<file path="src/design/slpf_pkg.sv">
package slpf_pkg;

	localparam int HOLD_COUNT_WIDTH = 16;
	localparam int CFG_W            = 16;
	localparam int HOLD_CMP_W       = (HOLD_COUNT_WIDTH > CFG_W) ? HOLD_COUNT_WIDTH : CFG_W;
	localparam logic [CFG_W-1:0] LONG_PRESS_RESET = CFG_W'(5);

	// event kinds
	localparam logic [4:0] K_HIGHLIGHT  = 5'd0;
	localparam logic [4:0] K_RECOVERY   = 5'd1;
	localparam logic [4:0] K_TEMP_WARN  = 5'd2;
	localparam logic [4:0] K_TEMP_SHUT  = 5'd3;
	localparam logic [4:0] K_POWER_SHUT = 5'd4;
	localparam logic [4:0] K_I2C_WARN   = 5'd5;
	localparam logic [4:0] K_I2C_SHUT   = 5'd6;
	localparam logic [4:0] K_CARD_WARN  = 5'd7;
	localparam logic [4:0] K_BOOT       = 5'd8;
	localparam logic [4:0] K_CLEAR      = 5'd9;
	localparam logic [4:0] K_GOT_JOB    = 5'd10;
	localparam logic [4:0] K_DISCONNECT = 5'd11;
	localparam logic [4:0] K_GOT_ACK    = 5'd12;
	localparam logic [4:0] K_STOP       = 5'd13;
	localparam logic [4:0] K_RESET      = 5'd14;
	localparam logic [4:0] K_BUTTON     = 5'd15;
	localparam logic [4:0] K_TICK       = 5'd16;

	localparam logic [1:0] COL_RED    = 2'd0;
	localparam logic [1:0] COL_YELLOW = 2'd1;
	localparam logic [1:0] COL_GREEN  = 2'd2;
	localparam logic [1:0] COL_BLUE   = 2'd3;

	localparam logic [1:0] HM_BACKGROUND = 2'd0;
	localparam logic [1:0] HM_HIGHLIGHT  = 2'd1;
	localparam logic [1:0] HM_RECOVERY   = 2'd2;
	localparam logic [1:0] HM_USER       = 2'd3;

	localparam logic [1:0] AM_NORMAL   = 2'd0;
	localparam logic [1:0] AM_WARN     = 2'd1;
	localparam logic [1:0] AM_ACKED    = 2'd2;
	localparam logic [1:0] AM_SHUTDOWN = 2'd3;

	localparam logic [6:0] FB_TEMP_WARN  = 7'h01;
	localparam logic [6:0] FB_TEMP_SHUT  = 7'h02;
	localparam logic [6:0] FB_POWER_SHUT = 7'h04;
	localparam logic [6:0] FB_I2C_SHUT   = 7'h08;
	localparam logic [6:0] FB_I2C_WARN   = 7'h10;
	localparam logic [6:0] FB_CARD_WARN  = 7'h20;
	localparam logic [6:0] FB_BOOT       = 7'h40;
	localparam logic [6:0] SHUT_SET = FB_TEMP_SHUT | FB_POWER_SHUT | FB_I2C_SHUT;
	localparam logic [6:0] WARN_SET = FB_TEMP_WARN | FB_CARD_WARN | FB_I2C_WARN | FB_BOOT;

	typedef struct packed {
		logic [1:0] led_color;
		logic       led_blink;
		logic       led_update;
		logic [3:0] clear_cmds;
		logic       publish_clear;
		logic       publish_highlight_off;
		logic       cancel_dark_mode;
		logic       long_press;
	} result_t;

	typedef struct packed {
		logic [1:0] mode;
		logic       refresh;
	} abn_eval_t;

	typedef struct packed {
		logic [1:0] color;
		logic       blink;
	} led_t;

	function automatic logic [6:0] fault_mask(input logic [4:0] kind);
		logic [6:0] m;
		m = '0;
		case (kind)
			K_TEMP_WARN:  m = FB_TEMP_WARN;
			K_TEMP_SHUT:  m = FB_TEMP_SHUT;
			K_POWER_SHUT: m = FB_POWER_SHUT;
			K_I2C_WARN:   m = FB_I2C_WARN;
			K_I2C_SHUT:   m = FB_I2C_SHUT;
			K_CARD_WARN:  m = FB_CARD_WARN;
			K_BOOT:       m = FB_BOOT;
			default:      m = '0;
		endcase
		return m;
	endfunction

	// abnormal mode after a change of the fault set; refresh even if mode is rewritten unchanged
	function automatic abn_eval_t eval_abnormal(input logic [1:0] mode, input logic [6:0] f);
		abn_eval_t r;
		r.mode    = mode;
		r.refresh = 1'b0;
		unique case (mode) inside
			AM_NORMAL: begin
				if (|(f & SHUT_SET)) begin
					r.mode    = AM_SHUTDOWN;
					r.refresh = 1'b1;
				end else if (|(f & WARN_SET)) begin
					r.mode    = AM_WARN;
					r.refresh = 1'b1;
				end
			end
			AM_WARN, AM_ACKED: begin
				if (f == '0) begin
					r.mode    = AM_NORMAL;
					r.refresh = 1'b1;
				end
				if (|(f & SHUT_SET)) begin
					r.mode    = AM_SHUTDOWN;
					r.refresh = 1'b1;
				end
			end
			default: begin
				if (f == '0) begin
					r.mode    = AM_NORMAL;
					r.refresh = 1'b1;
				end
				if (|(f & WARN_SET) && ((f & ~WARN_SET) == '0)) begin
					r.mode    = AM_WARN;
					r.refresh = 1'b1;
				end
			end
		endcase
		return r;
	endfunction

	// layer priority: highlight, abnormal, pool/mining
	function automatic led_t show(input logic [1:0] hl, input logic [1:0] ab,
		input logic pool, input logic mine);
		led_t l;
		l.blink = 1'b0;
		if (hl == HM_HIGHLIGHT) begin
			l.color = COL_BLUE;
			l.blink = 1'b1;
		end else if (hl != HM_BACKGROUND) begin
			l.color = COL_BLUE;
		end else if (ab == AM_WARN) begin
			l.color = COL_YELLOW;
			l.blink = 1'b1;
		end else if (ab == AM_SHUTDOWN) begin
			l.color = COL_RED;
			l.blink = 1'b1;
		end else if (!pool || !mine) begin
			l.color = COL_YELLOW;
		end else begin
			l.color = COL_GREEN;
		end
		return l;
	endfunction

endpackage

</file>
<file path="src/design/slpf_in_if.sv">
interface slpf_in_if;
	logic       valid;
	logic       ready;
	logic [4:0] kind;
	logic       level;

	modport source(output valid, output kind, output level, input ready);
	modport sink(input valid, input kind, input level, output ready);
endinterface

</file>
<file path="src/design/slpf_out_if.sv">
interface slpf_out_if;
	logic       valid;
	logic       ready;
	logic [1:0] led_color;
	logic       led_blink;
	logic       led_update;
	logic [3:0] clear_cmds;
	logic       publish_clear;
	logic       publish_highlight_off;
	logic       cancel_dark_mode;
	logic       long_press;

	modport source(output valid, output led_color, output led_blink, output led_update,
		output clear_cmds, output publish_clear, output publish_highlight_off,
		output cancel_dark_mode, output long_press, input ready);
	modport sink(input valid, input led_color, input led_blink, input led_update,
		input clear_cmds, input publish_clear, input publish_highlight_off,
		input cancel_dark_mode, input long_press, output ready);
endinterface

</file>
<file path="src/design/status_led_priority_fsm_unit.sv">
// Status LED priority unit. Takes one event beat per cycle on event_ch and returns exactly
// one result beat per event on status_ch, in order, through two registers: the event
// is captured in an input register, then the highlight, abnormal, pool and mining state
// machines, fault set, button state and hold counter are updated in one pass while the
// result (LED color/blink by layer priority plus request pulses) is loaded into the
// output register. Sustained rate is one event per cycle; status_ch backpressure stalls
// the two-register pipeline. cfg_we/cfg_data write the long-press threshold (ticks,
// reset 5); write it only while no event is in flight.
module status_led_priority_fsm_unit (
	input  logic                       clk,
	input  logic                       arst_n,
	input  logic                       cfg_we,
	input  logic [slpf_pkg::CFG_W-1:0] cfg_data,
	slpf_in_if.sink                    event_ch,
	slpf_out_if.source                 status_ch
);

	logic                       valid_s1;
	logic [4:0]                 kind_s1;
	logic                       level_s1;
	logic                       valid_s2;
	slpf_pkg::result_t          res_s2;
	slpf_pkg::result_t          res;
	logic [slpf_pkg::CFG_W-1:0] lp_ticks_q;
	logic                       adv;
	logic                       in_take;

	assign adv            = !valid_s2 || status_ch.ready;
	assign event_ch.ready = !valid_s1 || adv;
	assign in_take        = event_ch.valid && event_ch.ready;

	always_ff @(posedge clk or negedge arst_n) begin
		if (!arst_n) begin
			lp_ticks_q <= slpf_pkg::LONG_PRESS_RESET;
		end else if (cfg_we) begin
			lp_ticks_q <= cfg_data;
		end
	end

	always_ff @(posedge clk or negedge arst_n) begin
		if (!arst_n) begin
			valid_s1 <= 1'b0;
			valid_s2 <= 1'b0;
		end else begin
			if (in_take) begin
				valid_s1 <= 1'b1;
			end else if (adv) begin
				valid_s1 <= 1'b0;
			end
			if (adv) begin
				valid_s2 <= valid_s1;
			end
		end
	end

	always_ff @(posedge clk) begin
		if (in_take) begin
			kind_s1  <= event_ch.kind;
			level_s1 <= event_ch.level;
		end
		if (valid_s1 && adv) begin
			res_s2 <= res;
		end
	end

	slpf_core u_core (
		.clk      (clk),
		.arst_n   (arst_n),
		.ev_valid (valid_s1 && adv),
		.kind     (kind_s1),
		.level    (level_s1),
		.lp_ticks (lp_ticks_q),
		.res      (res)
	);

	assign status_ch.valid                 = valid_s2;
	assign status_ch.led_color             = res_s2.led_color;
	assign status_ch.led_blink             = res_s2.led_blink;
	assign status_ch.led_update            = res_s2.led_update;
	assign status_ch.clear_cmds            = res_s2.clear_cmds;
	assign status_ch.publish_clear         = res_s2.publish_clear;
	assign status_ch.publish_highlight_off = res_s2.publish_highlight_off;
	assign status_ch.cancel_dark_mode      = res_s2.cancel_dark_mode;
	assign status_ch.long_press            = res_s2.long_press;

	a_stall_holds_s1: assert property (@(posedge clk) disable iff (!arst_n)
		valid_s1 && !adv |=> valid_s1 && $stable(kind_s1) && $stable(level_s1))
		else $error("stalled event lost from input stage");

	a_s1_moves_to_s2: assert property (@(posedge clk) disable iff (!arst_n)
		valid_s1 && adv |=> valid_s2)
		else $error("event dropped between stages");

	a_no_take_when_blocked: assert property (@(posedge clk) disable iff (!arst_n)
		valid_s1 && valid_s2 && !status_ch.ready |-> !event_ch.ready)
		else $error("input accepted while pipeline full");

endmodule

</file>
<file path="src/design/slpf_core.sv">
module slpf_core (
	input  logic                         clk,
	input  logic                         arst_n,
	input  logic                         ev_valid,
	input  logic [4:0]                   kind,
	input  logic                         level,
	input  logic [slpf_pkg::CFG_W-1:0]   lp_ticks,
	output slpf_pkg::result_t            res
);

	logic [1:0] hl_q, hl_n;
	logic [1:0] ab_q, ab_n;
	logic [6:0] fault_q, fault_n;
	logic       pool_q, pool_n;
	logic       mine_q, mine_n;
	logic       held_q, held_n;
	logic [slpf_pkg::HOLD_COUNT_WIDTH-1:0] hold_q, hold_n, hold_inc;
	logic       fired_q, fired_n;

	slpf_pkg::abn_eval_t ev;
	slpf_pkg::led_t      led;
	logic [6:0]          fmask;
	logic                refresh;
	logic [3:0]          clears;
	logic                pub_clear, pub_hl_off, dark, lp;

	assign hold_inc = (hold_q != '1) ? hold_q + 1'b1 : hold_q;

	always_comb begin
		hl_n       = hl_q;
		ab_n       = ab_q;
		fault_n    = fault_q;
		pool_n     = pool_q;
		mine_n     = mine_q;
		held_n     = held_q;
		hold_n     = hold_q;
		fired_n    = fired_q;
		refresh    = 1'b0;
		clears     = '0;
		pub_clear  = 1'b0;
		pub_hl_off = 1'b0;
		dark       = 1'b0;
		lp         = 1'b0;
		fmask      = slpf_pkg::fault_mask(kind);
		ev         = slpf_pkg::eval_abnormal(ab_q, fault_q);
		unique case (kind) inside
			slpf_pkg::K_HIGHLIGHT: begin
				if (hl_q == slpf_pkg::HM_BACKGROUND || hl_q == slpf_pkg::HM_USER) begin
					if (level) begin
						hl_n    = slpf_pkg::HM_HIGHLIGHT;
						refresh = 1'b1;
					end
				end else if (hl_q == slpf_pkg::HM_HIGHLIGHT && !level) begin
					hl_n    = slpf_pkg::HM_BACKGROUND;
					refresh = 1'b1;
				end
			end
			slpf_pkg::K_RECOVERY: begin
				if (level) begin
					hl_n    = slpf_pkg::HM_RECOVERY;
					refresh = 1'b1;
				end
			end
			slpf_pkg::K_TEMP_WARN, slpf_pkg::K_TEMP_SHUT, slpf_pkg::K_POWER_SHUT,
			slpf_pkg::K_I2C_WARN, slpf_pkg::K_I2C_SHUT, slpf_pkg::K_CARD_WARN,
			slpf_pkg::K_BOOT: begin
				fault_n = level ? (fault_q | fmask) : (fault_q & ~fmask);
				ev      = slpf_pkg::eval_abnormal(ab_q, fault_n);
				ab_n    = ev.mode;
				refresh = ev.refresh;
			end
			slpf_pkg::K_CLEAR: begin
				// only the boot problem is cleared locally; card warn and the temp, power and I2C shutdowns go out as requests
				if (|(fault_q & slpf_pkg::FB_BOOT)) begin
					fault_n = fault_q & ~slpf_pkg::FB_BOOT;
					ev      = slpf_pkg::eval_abnormal(ab_q, fault_n);
					ab_n    = ev.mode;
					refresh = ev.refresh;
				end
				clears = {|(fault_q & slpf_pkg::FB_CARD_WARN),
					|(fault_q & slpf_pkg::FB_I2C_SHUT),
					|(fault_q & slpf_pkg::FB_POWER_SHUT),
					|(fault_q & slpf_pkg::FB_TEMP_SHUT)};
			end
			slpf_pkg::K_GOT_JOB: begin
				pool_n  = 1'b1;
				refresh = !pool_q;
			end
			slpf_pkg::K_DISCONNECT: begin
				pool_n  = 1'b0;
				refresh = pool_q;
			end
			slpf_pkg::K_GOT_ACK: begin
				mine_n  = 1'b1;
				refresh = !mine_q;
			end
			slpf_pkg::K_STOP: begin
				mine_n  = 1'b0;
				refresh = mine_q;
			end
			slpf_pkg::K_RESET: begin
				pool_n  = 1'b0;
				mine_n  = 1'b0;
				refresh = 1'b1;
			end
			slpf_pkg::K_BUTTON: begin
				if (level && !held_q) begin
					hold_n = '0;
				end
				held_n = level;
				if (level) begin
					dark      = 1'b1;
					pub_clear = 1'b1;
					if (ab_q == slpf_pkg::AM_WARN) begin
						ab_n = slpf_pkg::AM_ACKED;
					end
				end else begin
					fired_n = 1'b0;
				end
				if (hl_q == slpf_pkg::HM_HIGHLIGHT) begin
					pub_hl_off = 1'b1;
					hl_n       = slpf_pkg::HM_BACKGROUND;
				end else begin
					hl_n = level ? slpf_pkg::HM_USER : slpf_pkg::HM_BACKGROUND;
				end
				refresh = 1'b1;
			end
			slpf_pkg::K_TICK: begin
				if (held_q) begin
					hold_n = hold_inc;
					if (slpf_pkg::HOLD_CMP_W'(hold_inc) >= slpf_pkg::HOLD_CMP_W'(lp_ticks)
						&& !fired_q) begin
						fired_n = 1'b1;
						lp      = 1'b1;
					end
				end
			end
			default: begin
			end
		endcase
		led = slpf_pkg::show(hl_n, ab_n, pool_n, mine_n);
		res.led_color             = led.color;
		res.led_blink             = led.blink;
		res.led_update            = refresh;
		res.clear_cmds            = clears;
		res.publish_clear         = pub_clear;
		res.publish_highlight_off = pub_hl_off;
		res.cancel_dark_mode      = dark;
		res.long_press            = lp;
	end

	always_ff @(posedge clk or negedge arst_n) begin
		if (!arst_n) begin
			hl_q    <= slpf_pkg::HM_BACKGROUND;
			ab_q    <= slpf_pkg::AM_NORMAL;
			fault_q <= '0;
			pool_q  <= 1'b0;
			mine_q  <= 1'b0;
			held_q  <= 1'b0;
			hold_q  <= '0;
			fired_q <= 1'b0;
		end else if (ev_valid) begin
			hl_q    <= hl_n;
			ab_q    <= ab_n;
			fault_q <= fault_n;
			pool_q  <= pool_n;
			mine_q  <= mine_n;
			held_q  <= held_n;
			hold_q  <= hold_n;
			fired_q <= fired_n;
		end
	end

	a_lp_needs_hold: assert property (@(posedge clk) disable iff (!arst_n)
		ev_valid && res.long_press |-> kind == slpf_pkg::K_TICK && held_q && !fired_q)
		else $error("long press without an armed hold");

	a_lp_arms_fired: assert property (@(posedge clk) disable iff (!arst_n)
		ev_valid && res.long_press |=> fired_q)
		else $error("long press did not latch fired");

	a_clears_only_on_clear: assert property (@(posedge clk) disable iff (!arst_n)
		ev_valid && res.clear_cmds != '0 |-> kind == slpf_pkg::K_CLEAR)
		else $error("clear request on a non-clear event");

	a_fault_set_shutdown: assert property (@(posedge clk) disable iff (!arst_n)
		ev_valid && fault_n == '0 && fault_q != '0 |=> ab_q == slpf_pkg::AM_NORMAL)
		else $error("abnormal mode stuck after faults cleared");

endmodule
</file>
<file path="src/flat_wrapper.sv">
// flat-port wrapper written by rule: the top's interface ports become plain ports
module status_led_priority_fsm_unit_flat 
  (clk, arst_n, cfg_we, cfg_data, event_ch_valid, event_ch_kind, event_ch_level, event_ch_ready, status_ch_valid, status_ch_led_color, status_ch_led_blink, status_ch_led_update, status_ch_clear_cmds, status_ch_publish_clear, status_ch_publish_highlight_off, status_ch_cancel_dark_mode, status_ch_long_press, status_ch_ready);
  slpf_in_if event_ch_i ();
  slpf_out_if status_ch_i ();
  input  logic clk;
  input  logic arst_n;
  input  logic cfg_we;
  input  logic [slpf_pkg::CFG_W-1:0] cfg_data;
  input wire logic [$bits(event_ch_i.valid)-1:0] event_ch_valid;
  input wire logic [$bits(event_ch_i.kind)-1:0] event_ch_kind;
  input wire logic [$bits(event_ch_i.level)-1:0] event_ch_level;
  output wire logic [$bits(event_ch_i.ready)-1:0] event_ch_ready;
  output wire logic [$bits(status_ch_i.valid)-1:0] status_ch_valid;
  output wire logic [$bits(status_ch_i.led_color)-1:0] status_ch_led_color;
  output wire logic [$bits(status_ch_i.led_blink)-1:0] status_ch_led_blink;
  output wire logic [$bits(status_ch_i.led_update)-1:0] status_ch_led_update;
  output wire logic [$bits(status_ch_i.clear_cmds)-1:0] status_ch_clear_cmds;
  output wire logic [$bits(status_ch_i.publish_clear)-1:0] status_ch_publish_clear;
  output wire logic [$bits(status_ch_i.publish_highlight_off)-1:0] status_ch_publish_highlight_off;
  output wire logic [$bits(status_ch_i.cancel_dark_mode)-1:0] status_ch_cancel_dark_mode;
  output wire logic [$bits(status_ch_i.long_press)-1:0] status_ch_long_press;
  input wire logic [$bits(status_ch_i.ready)-1:0] status_ch_ready;
  assign event_ch_i.valid = event_ch_valid;
  assign event_ch_i.kind = event_ch_kind;
  assign event_ch_i.level = event_ch_level;
  assign event_ch_ready = event_ch_i.ready;
  assign status_ch_valid = status_ch_i.valid;
  assign status_ch_led_color = status_ch_i.led_color;
  assign status_ch_led_blink = status_ch_i.led_blink;
  assign status_ch_led_update = status_ch_i.led_update;
  assign status_ch_clear_cmds = status_ch_i.clear_cmds;
  assign status_ch_publish_clear = status_ch_i.publish_clear;
  assign status_ch_publish_highlight_off = status_ch_i.publish_highlight_off;
  assign status_ch_cancel_dark_mode = status_ch_i.cancel_dark_mode;
  assign status_ch_long_press = status_ch_i.long_press;
  assign status_ch_i.ready = status_ch_ready;
  status_led_priority_fsm_unit u_core (.clk(clk), .arst_n(arst_n), .cfg_we(cfg_we), .cfg_data(cfg_data), .event_ch(event_ch_i), .status_ch(status_ch_i));
endmodule
</file>
<file path="config.mk">
export PLATFORM = sky130hd
export DESIGN_NAME = status_led_priority_fsm_unit_flat
export DESIGN_NICKNAME = d
export VERILOG_FILES = /design/src/design/slpf_pkg.sv /design/src/design/slpf_in_if.sv /design/src/design/slpf_out_if.sv /design/src/design/status_led_priority_fsm_unit.sv /design/src/design/slpf_core.sv /design/src/flat_wrapper.sv
export SDC_FILE = /design/constraint.sdc
export NUM_CORES = 1
export LEC_CHECK = 0
export BUFFER_PORTS_ARGS = -buffer_cell sky130_fd_sc_hd__buf_2
export CAP_MARGIN = 40
export CORE_MARGIN = 2
export CORE_UTILIZATION = 30
export DETAILED_ROUTE_END_ITERATION = 10
export PLACE_DENSITY = 0.52
export SYNTH_ARGS = -nofsm -noshare
export SYNTH_HDL_FRONTEND = slang
export SYNTH_SLANG_ARGS = --single-unit
</file>
<file path="constraint.sdc">
create_clock -name clk -period 4.4 [get_ports clk]
set_clock_uncertainty 0.05 [all_clocks]
set_input_delay 0.88 -clock clk [delete_from_list [all_inputs] [get_ports clk]]
set_output_delay 0.88 -clock clk [all_outputs]
set_load 0.005 [all_outputs]
</file>
# == Word-level counts from Yosys, hierarchy flattened ==
# Cells that the tools add are included.
# op_classes
add_sub_neg,1
multipliers,0
div,0
order_cmp,1
eq_ne,28
shift,0
n_mux,50
bitwise_logic,4
reduce_logical,48
# op_table
op,count
case mux 7 bit (7 select lines),1
two-way mux 16 bit,3
"equality test 5 x 4 -> 1 bit, second input constant",8
two-way mux 3 bit,11
case mux 16 bit (2 select lines),1
zero test 7 bit,4
two-way mux 2 bit,11
"equality test 5 x 3 -> 1 bit, second input constant",4
"adder 16 x 1 -> 16 bit, second input constant",1
>= comparator 16 bit,1
"!= test 16 bit, second input constant",1
case mux 7 bit (2 select lines),1
two-way mux 1 bit,13
case mux 2 bit (3 select lines),2
case mux 3 bit (2 select lines),2
OR reduction 3 bit,4
"equality test 5 x 2 -> 1 bit, second input constant",2
OR reduction 2 bit,5
zero test 1 bit,9
case mux 1 bit (9 select lines),1
"equality test 2 x 1 -> 1 bit, second input constant",4
nonzero test 2 bit,4
bitwise AND 7 bit,1
logical AND 1 bit,7
19 further kinds,31
# totals
register_bits,66
latch_bits,0
ramBits,0
romBits,0
output_inout_bits,14
wordCells,154
mem_count,0

# == Longest topological paths before layout ==
# Gate-level depths: netlist (run 1).
# depth
ltp_word,14
mapped_depth,16
depth_no_buf,14

# == Modules after synthesis ==
# From an unflattened synthesis (run 1), not the netlist that was laid out.
# hier_totals
hier_cells,452
area_unflattened_um2,4346.7
# modules_own_cells
module,instances,cells_per_inst,area_each_um2,seq_area_each_um2
slpf_core,1,392,3065.4,775.7
status_led_priority_fsm_unit,1,60,1281.2,993.5

# == Worst setup path after synthesis (run 1) ==
# Ideal clock, no wire load.
# synth_timing
path_type,flip-flop to flip-flop
from,register u_core.u_core.hold_q[0] (netlist bit)
to,"register u_core.res_s2 (netlist bit u_core.status_ch.long_press), data pin"
setup_ns,0.257
arrival_time_ns,2.863
t_required_ns,4.093
setup_slack_ns,1.229
stages_incl_launch_ff,17
path_buffers,2
synth_period_minus_slack_ns,3.171
path_cell_list,dfrtp_1 > ha_1 > and2_1 > nand4_1 > or3_1 > buf_2 > and2_1 > buf_2 > nand2_1 > xnor2_1 > ha_1 > a21o_1 > a21o_1 > a21oi_1 > o21ai_0 > a21oi_1 > nor3_1
# synth_between
elab_chain_cells,5
word_cells_on_any_way,6
classes_between,1 x add/sub; 1 x order compare; 1 x eq/ne; 2 x mux; 1 x reduce/logical
# synth_rtl
element,line_no,text
from (decl),slpf_core.sv:17,"logic [slpf_pkg::HOLD_COUNT_WIDTH-1:0] hold_q, hold_n, hold_inc;"
from (signal assigned),slpf_core.sv:169,hold_q <= hold_n;
adder 16 x 1 -> 16 bit or != test 16 bit (tied branches),slpf_core.sv:27,assign hold_inc = (hold_q != '1) ? hold_q + 1'b1 : hold_q;
two-way mux 16 bit (*),slpf_core.sv:27,
>= comparator 16 bit (*),slpf_core.sv:131,if (slpf_pkg::HOLD_CMP_W'(hold_inc) >= slpf_pkg::HOLD_CMP_W'(lp_ticks)
logical AND 1 bit (*),slpf_core.sv:132,&& !fired_q) begin
two-way mux 1 bit (*),slpf_core.sv:131,
to (signal assigned),status_led_priority_fsm_unit.sv:62,res_s2 <= res;
to (decl),status_led_priority_fsm_unit.sv:22,slpf_pkg::result_t res_s2;
# Mark *: on every way between the ends. The rest lies on a longest branch, timed or not.
# A chain may end at the register's enable or synchronous reset.

# == Worst setup path in the final report (run 1) ==
# Same ends and word-level chain as after synthesis.

==> results.sh, run 1 <==
export IMPL_cts_htree_levels=3
export IMPL_grt_overflow=0
export IMPL_routed_via_density=5.13
export IMPL_critPathCaptureType="register"
export IMPL_synthAdderAreaFrac=0.0622
export IMPL_cts_sink_count=66
export IMPL_maxCapViolCount=0
export IMPL_syn_area_sq_um=4230
export IMPL_timing_final_hold_violations=0
export IMPL_drc=0
export IMPL_fp_dieArea_sq_um=15100
export IMPL_synth_simple_area_share=0.201
export IMPL_timing_max_transition_violations_final=0
export IMPL_synth_ff_type="dfrtp_1"
export IMPL_grt_pass1_vias=3258
export IMPL_rsz0062_at_grt="false"
export IMPL_syn_area_per_cell_sq_um=9.29
export IMPL_finalSetupViolations=0
export IMPL_holdBufCountCts=0
export IMPL_ys_seq_elements=66
export IMPL_nets=530
export IMPL_layout_commonest_cell="nand2_1"
export IMPL_cts_tree="yes"
export IMPL_routed_wl_mm=9.78
export IMPL_setup_tns_final_ps=0
export IMPL_ys_async_sr_fraction=0.742
export IMPL_utilization=0.349
export IMPL_track_usage=0.141
export IMPL_setup_worst_path_class="reg2reg"
export IMPL_rows=43
export IMPL_vias=3425
export IMPL_cts_root_buffer="clkbuf_16"
export IMPL_yosysSeqAreaShare=0.411
export IMPL_muxShareOfSynthArea=0.0290
export IMPL_crit_fanout=11
export IMPL_clk_latency_ps=340
export IMPL_p_per_area_nw_per_um2=398
export IMPL_worst_pin_slew_ps=708
export IMPL_setup_ws_ps=829
export IMPL_critPathLaunchType="register"
export IMPL_yosysTopAreaCellShare=0.278
export IMPL_place_ws_ps=844
export IMPL_yosys_warnings=0
export IMPL_postRouteAntennaNets=0
export IMPL_hpwl_mm=6.97
export IMPL_hold_class="reg2reg"
export IMPL_cts_setup_buffers=0
export IMPL_antenna_found_initial=0
export IMPL_crit_family="simple AND/OR/NAND/NOR gates"
export IMPL_core_area_sq_um=13800
export IMPL_drt_iter0_drc=199
export IMPL_syn_nets=503
export IMPL_holdWs_ps=448
export IMPL_synthDistinctLibCells=78
export IMPL_grt_pass1_wl_mm=16.6
export IMPL_gp_congestion=0.857
export IMPL_placement_io_buffers=40
export IMPL_initial_core_util=0.306
export IMPL_final_cell_mix="nand2_1 (51), dfrtp_1 (47), o21ai_0 (43)"
export IMPL_cp_num_buf_inv=0
export IMPL_worst_slew_margin_rel=0.526
export IMPL_synth_compound_area_frac=0.218
export IMPL_crit_chain="ha_1 > and2_1 > nand4_1 > or3_1 > and2_1 > nand2_1 > xnor2_1 > ha_1 > a21o_1 > a21o_1 > a21oi_1 > o21ai_0 > a21oi_1 > nor3_1"
export IMPL_antenna_cells=0
export IMPL_wire_per_inst_um=14.7
export IMPL_cts_buffers=9
export IMPL_ios=41
export IMPL_synth_enable_flop_cells=17
export IMPL_syn_inst=455
export IMPL_die_w_um=123
export IMPL_crit_required_ps=4440
export IMPL_slowest_stage="or3_1"
export IMPL_outcome="finished clean"
export IMPL_critPathArrivalTime_ps=3610
export IMPL_fin_crit_ps=3570
export IMPL_clock_path_buffers=2
export IMPL_slowest_delay_ps=570
export IMPL_drive_gt1_frac=0.183
export IMPL_synthTopCellsByArea="dfrtp_1 (28%), edfxtp_1 (12%), ha_1 (6.2%), o21ai_0 (5.1%), nand2_1 (4.5%)"
export IMPL_firstDrtPassIters=4
export IMPL_syn2layout_area_growth_pct=14.3
export IMPL_synth_top_family_by_area="compound AO/OA/AOI/OAI gates"
export IMPL_cts_resized=0
export IMPL_max_freq_ghz=0.280
export IMPL_irDropWorstVdd_mv=0.241
export IMPL_die_h_um=123
export IMPL_synth_top_area_cell="dfrtp_1"
export IMPL_synth_xor_area_share=0.0249
export IMPL_total_power_w=0.00192
export IMPL_power_leakage_nw=2.12
export IMPL_post_route_period_util=0.812
export IMPL_grt_max_degree=32
export IMPL_path_clk_slew_ps=50
power breakdown:
part           internal, W  switching (W)
clock             0.000425       0.000266
combinational     0.000197       0.000257
sequential        0.000701      0.0000753
metrics by stage:
| stage | area (sq um) | cells |
|---|---|---|
| final | 4830 | 667 |
| after global routing | 4830 | 667 |
| after CTS | 4830 | 667 |
| after detailed placement | 4540 | 651 |
| after global placement | 4530 | 650 |
| after floorplan | 4230 | 455 |
final cells by class:
cell class / count / area, sq um
clock buffer: 12 / 267
timing repair buffer: 43 / 223
tap: 180 / 225
clock inverter: 4 / 25.0
sequential: 66 / 1740
inverter: 24 / 90.1
multi-input combinational: 338 / 2260
fill: 1419 / 9000
Yosys cell counts (all sizes together), types with 3 or more instances:
cell type	number
buf	11
nand3b	5
dfrtp	47
inv	24
xor2	5
nand3	13
nand4	6
or3	7
nor4	5
a31oi	4
clkbuf	16
mux2	10
edfxtp	17
a22o	8
nand2	51
xnor2	7
a21oi	15
and3	11
a21o	6
o21ai	47
o31ai	11
nand2b	8
nor2	27
ha	21
nor3	11
and2	7
o32ai	3
sequential cells by signal, indices dropped and copies added, names as in the netlist, 2 cells and up:
register	flops
u_core.lp_ticks_q	16
u_core.u_core.hold_q	16
u_core.u_core.fault_q	7
u_core.kind_s1	5
u_core.status_ch.clear_cmds	4
u_core.status_ch.led_color	2
u_core.u_core.ab_q	2
u_core.u_core.hl_q	2
cells by family (layout without fill, tap and decap cells):
logic type,count (synthesis),count (layout)
adders and majority gates,21,21
buffers and inverters,51,83
xor gates and xnor gates,12,12
muxes,11,11
and+or+nand+nor,164,164
DFF,66,66
AOI/OAI and AO/OA,130,130
per-layer routing:
metal / track usage / up-vias / part of all wire
li1: - / 1728 / -
met1: 0.189 / 1622 / 0.48
met2: 0.219 / 66 / 0.46
met3: 0.0446 / 9 / 0.045
met4: 0.0402 / 0 / 0.0098
met5: 0 / - / 0
final timing paths:
| check | start | endpoint | slack (ps) | cells after the start |
|---|---|---|---|---|
| max | u_core.u_core.hold_q[0] | u_core.status_ch.long_press | 830 | 14 |
| max reg2reg | u_core.u_core.hold_q[0] | u_core.status_ch.long_press | 830 | 14 |
| min in group asynchronous | arst_n | u_core.u_core.ab_q[1] | 510 | 1 |
| min reg2reg | u_core.valid_s1 | u_core.status_ch.valid | 450 | 1 |
| max in group asynchronous | arst_n | u_core.lp_ticks_q[2] | 2950 | 2 |
| min | u_core.valid_s1 | u_core.status_ch.valid | 450 | 1 |
Power figures use the tool's default switching activity.
==> run 2: changes to the inputs <==
--- a/config.mk
+++ b/config.mk
@@ -10,7 +10,7 @@
 export CORE_MARGIN = 2
 export CORE_UTILIZATION = 30
 export DETAILED_ROUTE_END_ITERATION = 10
-export PLACE_DENSITY = 0.52
+export PLACE_DENSITY = 0.54
 export SYNTH_ARGS = -nofsm -noshare
 export SYNTH_HDL_FRONTEND = slang
 export SYNTH_SLANG_ARGS = --single-unit
==> constraint.sdc (replaced) <==
create_clock -name clk -period 3.2 [get_ports clk]
set_clock_uncertainty 0.05 [all_clocks]
set_input_delay 0.64 -clock clk [delete_from_list [all_inputs] [get_ports clk]]
set_output_delay 0.64 -clock clk [all_outputs]
set_load 0.005 [all_outputs]
==> run 2 against run 1 <==
Effect of this change:
- register-to-register slack lost 750 ps
- routed wire length up 3.6%
- worst hold slack worse by 180 ps
- critical path type unchanged
- critical endpoint unchanged
- largest power group unchanged
==> results.sh, run 2 (synthesis results as in run 1) <==
export IMPL_antenna_cells=0
export IMPL_gp_congestion=0.853
export IMPL_maxCapViolCount=0
export IMPL_cts_buffers=9
export IMPL_holdWs_ps=264
export IMPL_track_usage=0.144
export IMPL_outcome="finished clean"
export IMPL_total_power_w=0.00278
export IMPL_cts_sink_count=66
export IMPL_ios=41
export IMPL_worst_pin_slew_ps=655
export IMPL_power_leakage_nw=2.27
export IMPL_cts_tree="yes"
export IMPL_dpl_cell_area_sq_um=4720
export IMPL_syn2layout_area_growth_pct=20.0
export IMPL_hpwl_mm=7.26
export IMPL_initial_core_util=0.306
export IMPL_finalInstanceArea_sq_um=5070
export IMPL_clock_path_buffers=2
export IMPL_reg2reg_slack_ps=80
export IMPL_finalSetupViolations=0
export IMPL_critPathArrivalTime_ps=3160
export IMPL_die_h_um=123
export IMPL_setup_worst_path_class="reg2reg"
export IMPL_setup_tns_final_ps=0
export IMPL_post_route_period_util=0.975
export IMPL_timing_final_hold_violations=0
export IMPL_drc=0
export IMPL_grt_overflow=0
export IMPL_fp_dieArea_sq_um=15100
export IMPL_antenna_found_initial=0
export IMPL_routed_via_density=5.13
export IMPL_final_cell_mix="nand2_1 (50), dfrtp_1 (47), o21ai_0 (42)"
export IMPL_reg_top3="u_core.lp_ticks_q: 16 flops, u_core.u_core.hold_q: 16 flops, u_core.u_core.fault_q: 7 flops"
export IMPL_rows=43
export IMPL_clk_latency_ps=340
export IMPL_timing_max_transition_violations_final=0
export IMPL_worst_slew_margin_rel=0.560
export IMPL_p_per_area_nw_per_um2=548
export IMPL_die_w_um=123
export IMPL_postRouteAntennaNets=0
export IMPL_critPathLaunchType="register"
export IMPL_irDropWorstVdd_mv=0.382
export IMPL_routed_wl_mm=10.1
export IMPL_firstDrtPassIters=5
export IMPL_drt_iter0_drc=218
export IMPL_max_freq_ghz=0.320
export IMPL_crit_fanout=5
export IMPL_fin_crit_ps=3120
export IMPL_crit_required_ps=3240
export IMPL_holdBufCountCts=0
export IMPL_cts_htree_levels=3
export IMPL_placement_io_buffers=40
export IMPL_fin_cells=692
export IMPL_grt_max_degree=32
export IMPL_wire_per_inst_um=14.6
export IMPL_core_area_sq_um=13800
export IMPL_critPathCaptureType="register"
export IMPL_grt_pass1_wl_mm=17.1
export IMPL_hold_class="in2async"
export IMPL_nets=555
export IMPL_path_clk_slew_ps=60
export IMPL_fill_cells=1423
export IMPL_drive_gt1_frac=0.234
export IMPL_layout_commonest_cell="nand2_1"
export IMPL_grt_pass1_vias=3435
export IMPL_vias=3553
export IMPL_dp_cells=675
export IMPL_cts_root_buffer="clkbuf_16"
## run 2: where the power goes
part | internal [W] | switching, W
registers | 0.000964 | 0.0000849
clock network | 0.000676 | 0.000373
logic | 0.000296 | 0.000382
## run 2: repair_timing
| item | CTS | global route |
|---|---|---|
| hold endpoints to repair | 0 | 0 |
| gates cloned | 0 | 0 |
| resized for setup | 1 | 8 |
| endpoints found under the setup margin | 1 | 1 |
| pin swaps | 0 | 3 |
| setup buffers | 0 | 1 |
## run 2: worst paths after layout
path / startpoint / end / depth (start not counted)
max reg2reg: u_core.u_core.hold_q[5] / u_core.status_ch.long_press / 12
min: arst_n / u_core.u_core.ab_q[0] / 1
min reg2reg: u_core.valid_s1 / u_core.status_ch.valid / 1
min in group clk: event_ch_kind[2] / u_core.kind_s1[2] / 1
max in group asynchronous: arst_n / u_core.u_core.hold_q[9] / 2
max: u_core.u_core.hold_q[5] / u_core.status_ch.long_press / 12
## run 2: final cells by class
type / count / area, sq um / share of cell area
clock buffers: 10 / 229 / 0.0452
repair buffers: 68 / 410 / 0.0809
multi-input cells: 338 / 2300 / 0.453
flip-flops and latches: 66 / 1740 / 0.343
well taps: 180 / 225 / 0.0444
clock inverters: 6 / 81.3 / 0.0160
inverters: 24 / 90.1 / 0.0178
## run 2: metrics by stage
stage | setup slack (ps) | util
detailed placement | 20.7 | 0.341
finish | 79.0 | 0.367
floorplan | 29.4 | -
CTS | 97.8 | 0.364
global placement | 62.3 | 0.341
global route | -16.5 | 0.367
## run 2: critical path, cell delays in order (launching register included)
cell	delay, ps
dfrtp_1	410
and3_2	260
and2_1	200
nand4_1	190
or3_1	380
nand3_1	130
ha_1	260
a21o_1	180
a21o_1	170
a21oi_1	190
o21ai_0	190
a21oi_2	210
nor3_2	50
## run 2: per-layer routing
layer  share of wire  vias up  track usage
li1                -     1786            -
met1            0.48     1686        0.190
met2            0.47       72        0.231
met3           0.043        9       0.0344
met4           0.015        0       0.0517
met5               0        -            0
